[config.mk]
export PLATFORM = sky130hd
export DESIGN_NAME = clr_mac
export DESIGN_NICKNAME = d
export VERILOG_FILES = /design/src/hw/rtl/clr_pkg.sv /design/src/hw/rtl/clr_mac.sv
export SDC_FILE = /design/constraint.sdc
export NUM_CORES = 1
export LEC_CHECK = 0
export ABC_AREA = 1
export BUFFER_PORTS_ARGS = -buffer_cell sky130_fd_sc_hd__buf_2
export CORE_ASPECT_RATIO = 1.1
export CORE_UTILIZATION = 35
export DETAILED_ROUTE_END_ITERATION = 12
export GPL_TIMING_DRIVEN = 0
export PLACE_DENSITY_LB_ADDON = 0.12
export SETUP_SLACK_MARGIN = 0.2
export SKIP_CTS_REPAIR_TIMING = 1
export SLEW_MARGIN = 30
export SYNTH_ARGS = -nofsm -noshare
export SYNTH_HDL_FRONTEND = slang
export SYNTH_SLANG_ARGS = --single-unit
export TNS_END_PERCENT = 5
[constraint.sdc]
create_clock -name clk_i -period 5.1 [get_ports clk_i]
set_input_delay 0 -clock clk_i [delete_from_list [all_inputs] [get_ports clk_i]]
set_output_delay 0 -clock clk_i [all_outputs]
set_load 0.01 [all_outputs]
[src/hw/rtl/clr_pkg.sv]
// Shared types and constants for the contribution list line resampler.
// Used by clr_mac and contribution_list_line_resampler_unit; depends on nothing.
`timescale 1ns / 1ps

package clr_pkg;

  // Hardware limits of the item fields: 12-bit indexes and 4-bit tap slots.
  localparam int unsigned IDX_SPAN  = 4096;
  localparam int unsigned SLOT_SPAN = 16;

  localparam int unsigned SAMPLE_W = 16;
  localparam int unsigned WEIGHT_W = 16;
  localparam int unsigned SRC_W    = 12;
  localparam int unsigned PROD_W   = SAMPLE_W + WEIGHT_W;
  localparam int unsigned FRAC_SH  = 14;

  typedef enum logic [1:0] {
    FUNC_LOAD_TAP     = 2'd0,
    FUNC_SET_COUNT    = 2'd1,
    FUNC_WRITE_SAMPLE = 2'd2,
    FUNC_COMPUTE      = 2'd3
  } func_e;

  typedef struct packed {
    func_e              func;
    logic [11:0]        dst_index;
    logic [3:0]         tap_slot;
    logic [11:0]        src_index;
    logic signed [15:0] weight;
    logic [4:0]         tap_count;
    logic signed [15:0] sample;
  } in_item_t;

  typedef struct packed {
    logic [11:0]        pixel_index;
    logic signed [15:0] pixel_value;
    logic               saturated;
  } out_item_t;

  // Control from the sequencer to the multiply-accumulate datapath.
  typedef struct packed {
    logic acc_clear;
    logic mul_en;
    logic round_en;
  } mac_ctl_t;

endpackage

[src/hw/rtl/clr_mac.sv]
// Multiply-accumulate datapath: registered product, wide accumulator,
// rounding with saturation, and the output clamp. Depends on clr_pkg.
`timescale 1ns / 1ps

module clr_mac #(
  parameter int unsigned ACC_W = 37
) (
  input  logic                clk_i,
  input  logic                rst_ni,
  input  clr_pkg::mac_ctl_t   ctl_i,
  input  logic signed [15:0]  sample_i,
  input  logic signed [15:0]  weight_i,
  input  logic signed [15:0]  clamp_low_i,
  input  logic signed [15:0]  clamp_high_i,
  output logic                busy_o,
  output logic signed [15:0]  pixel_value_o,
  output logic                saturated_o
);

  localparam int unsigned SH_W = ACC_W + 1 - clr_pkg::FRAC_SH;
  localparam logic signed [ACC_W:0] RND_BIAS = (ACC_W+1)'(1 << (clr_pkg::FRAC_SH - 1));
  localparam logic signed [SH_W-1:0] SAT_MAX = SH_W'(32767);
  localparam logic signed [SH_W-1:0] SAT_MIN = -SH_W'(32768);

  logic signed [clr_pkg::PROD_W-1:0] prod_q;
  logic                              prod_vld_q;
  logic signed [ACC_W-1:0]           acc_q;
  logic signed [15:0]                val_q;
  logic                              sat_q;

  logic signed [ACC_W:0]  biased;
  logic signed [SH_W-1:0] shifted;
  logic signed [15:0]     val_d;
  logic                   sat_d;

  always_comb begin
    biased  = {acc_q[ACC_W-1], acc_q} + RND_BIAS;
    // Arithmetic shift right by the weight fraction: floor of the biased sum.
    shifted = biased[ACC_W:clr_pkg::FRAC_SH];
    val_d   = shifted[15:0];
    sat_d   = 1'b0;
    if (shifted > SAT_MAX) begin
      val_d = 16'sh7fff;
      sat_d = 1'b1;
    end else if (shifted < SAT_MIN) begin
      val_d = -16'sh8000;
      sat_d = 1'b1;
    end
  end

  always_ff @(posedge clk_i or negedge rst_ni) begin
    if (!rst_ni) begin
      prod_vld_q <= 1'b0;
    end else begin
      prod_vld_q <= ctl_i.mul_en;
    end
  end

  always_ff @(posedge clk_i) begin
    prod_q <= sample_i * weight_i;
    if (ctl_i.acc_clear) begin
      acc_q <= '0;
    end else if (prod_vld_q) begin
      acc_q <= acc_q + ACC_W'(prod_q);
    end
    if (ctl_i.round_en) begin
      val_q <= val_d;
      sat_q <= sat_d;
    end
  end

  always_comb begin
    pixel_value_o = val_q;
    if (clamp_low_i < clamp_high_i) begin
      if (val_q < clamp_low_i) begin
        pixel_value_o = clamp_low_i;
      end else if (val_q > clamp_high_i) begin
        pixel_value_o = clamp_high_i;
      end
    end
  end

  assign saturated_o = sat_q;
  assign busy_o      = prod_vld_q;

endmodule

==> flow_summary.json <==
{
  "status": "completed",
  "endpoint_kind": "flip-flop",
  "fin_crit_ns": 4.956,
  "synth_edf_count": 17,
  "grt_pass1_wl_um": 92140,
  "tritoncts": "done",
  "cp_max_fo": 7,
  "netlist_top_cells_count": "nand2_1 (681), inv_1 (663), fa_1 (263)",
  "crit_chain": "buf_12 -> buf_8 -> buf_4 -> nand2_2 -> fa_1 -> inv_1 -> fa_2 -> buf_12 -> buf_6 -> fa_1 -> fa_1 -> fa_1 -> inv_1 -> fa_1 -> inv_2 -> ha_4 -> nand2_2 -> a21oi_1 -> a211oi_2 -> o21ai_1 -> a21oi_2 -> nand2_1 -> nand2_1 -> nand2_2",
  "drt-initial-drc-count": 1007,
  "post-synth-top-count-cell": "nand2_1",
  "wl_um": 58910,
  "nets": 3194,
  "ys_top_cells_by_area": "fa_1 (29%), nand2_1 (14%), inv_1 (14%), ha_1 (11%), dfxtp_1 (7.6%)",
  "gr-total-overflow": 0,
  "root_buffer": "clkbuf_16",
  "setup_viol": 0,
  "port_buffers": 60,
  "clk_path_buf_depth": 2,
  "ant_nets": 0,
  "seq_area_mm2": 0.001917,
  "maxSlewViolCount": 0,
  "syn_inst": 2590,
  "wl_met3_um": 2630,
  "crit_type": "input port to flip-flop",
  "cp-start-kind": "input port",
  "slowest_stage": "fa_2",
  "finalClockSkew_ns": 0.01308,
  "multiInputGateArea_mm2": 0.01416,
  "syn_nets": 3087,
  "core-area_mm2": 0.05127,
  "via_per_inst": 4.844,
  "met2_wirelength_um": 29660,
  "yosys_most_used_dff": "dfxtp_1",
  "synth.largest_area_cell": "fa_1",
  "tightest_slew_ns": 0.9137,
  "cts_htree_levels": 3,
  "yosysUniqueCellTypes": 42,
  "antenna_found_initial": 0,
  "relSlewSlack": 0.3852,
  "grt_usage": 0.2294,
  "worstSkewPairLatency_ns": 0.36,
  "dieHeight_um": 240.8,
  "worstHoldPathType": "input port to flip-flop",
  "numClockSinks": 87,
  "firstDrtPassIters": 6,
  "r2r_cells": 13,
  "synth-seq-area-share": 0.1056,
  "holdPathStages": 3,
  "place_congestion": 0.9163,
  "die_area_mm2": 0.05276,
  "crit_top_cell": "fa_1",
  "wire_per_inst_um": 17.49,
  "cp.required_ns": 5.35,
  "ys_ff_latch": 87,
  "yosysTopAreaCellShare": 0.2901,
  "layout-drive-gt1-share": 0.1203,
  "dpl.hpwl_um": 51000,
  "post-route-period-util": 0.9719,
  "cpPeakStageDelay_ns": 0.65,
  "max_cap_viol_count": 0,
  "wl_met1_um": 24900,
  "cts_buffers": 9,
  "std_cell_rows": 87,
  "grt_pass1_vias": 16792,
  "pin_count": 87,
  "async_reset_ff_frac": 0.01149,
  "finalHoldViolations": 0,
  "tns_ns": 0,
  "antenna_cells": 0,
  "highest-signal-layer": "met4",
  "grt_max_degree": 18,
  "drc": 0,
  "rsz0062_at_grt": "yes",
  "avgSynthCellArea_um2": 7.006,
  "path_clk_slew_ns": 0.07,
  "die_w_um": 219.1,
  "synth.cell_area_mm2": 0.01815,
  "arrival_ns": 5.21,
  "yosysWarnings": 0,
  "fill_cells": 5462,
  "start_util": 0.3539,
  "area_delta_synth_final_pct": 17.18,
  "fmax_mhz": 201.8,
  "vias": 16321
}
-- per-layer routing --
layer	track usage	up-vias
li1	-	7953
met1	0.2842	7878
met2	0.4260	407
met3	0.01777	83
met4	0.05829	0
met5	0	-
-- worst max-delay path: cells and delay by family --
kind | cells | cell delay [ns]
buffers and inverters | 8 | 0.77
adders and majority gates | 7 | 3.40
AOI/OAI and AO/OA | 4 | 0.66
and+or+nand+nor | 5 | 0.35
-- placed cells by master (no fill, tap or decap), drive strengths merged, types with 5 or more instances in the layout --
master	count
nand2	685
inv	668
fa	263
nor2	180
ha	165
buf	144
a21oi	119
nand3	88
dfxtp	69
o21ai	65
xor2	50
nand4	42
clkbuf	38
nor3	24
edfxtp	17
xnor2	16
o21bai	10
a21o	9
o21a	8
nor4	7
or2	6
nand3b	5
-- final timing paths --
path                         startpoint          to  slack [ns]
min in group asynchronous        rst_ni      busy_o        0.46
hold reg to reg                acc_q[0]    acc_q[0]        0.52
setup / recovery           sample_i[15]  prod_q[30]        0.14
max in group asynchronous        rst_ni      busy_o        4.54
setup reg to reg               acc_q[0]   acc_q[28]        1.89
hold / removal              sample_i[0]   prod_q[0]        0.06
-- registers in the layout, summed over array words and instances, names as in the netlist --
register	cells
acc_q	37
prod_q	32
val_q	16
saturated_o	1
busy_o	1
-- per-stage QoR --
stage          hold slack [ns]  cell area, um^2  setup slack, ns  cells    util
2_1_floorplan          -0.2956            18510           0.1920   2590       -
3_3_place_gp           -0.2253            19650           -1.219   3317  0.3832
3_5_place_dp           -0.2243            19650           -1.205   3317  0.3832
4_1_cts                -0.6086            19990          -0.8562   3333  0.3899
5_1_grt                0.05786            21260          0.02209   3369  0.4147
6_report               0.05702            21260           0.1435   3369  0.4147
-- layout make-up --
type | instances | area share
multi-input combinational | 1758 | 0.6659
inverter | 666 | 0.1179
sequential | 87 | 0.09015
buffer | 79 | 0.03990
tap | 667 | 0.03925
timing repair buffer | 96 | 0.03078
clock buffer | 10 | 0.01177
clock inverter | 6 | 0.004413
-- cell families (layout without fill, tap and decap cells) --
kind of cell             count (synthesis)  count (layout)  share of synthesized area
AND/OR/NAND/NOR                       1038            1038                     0.2348
XOR/XNOR                                66              66                    0.03186
AO/OA/AOI/OAI                          226             226                    0.06854
adder cells (fa/ha/maj)                428             428                     0.4039
buffers and inverters                  745             857                     0.1553
flip-flops                              87              87                     0.1056
Power is left out: the tool's default activity adds up to more than one toggle a clock period on the data nets, which glitch-free logic cannot reach.
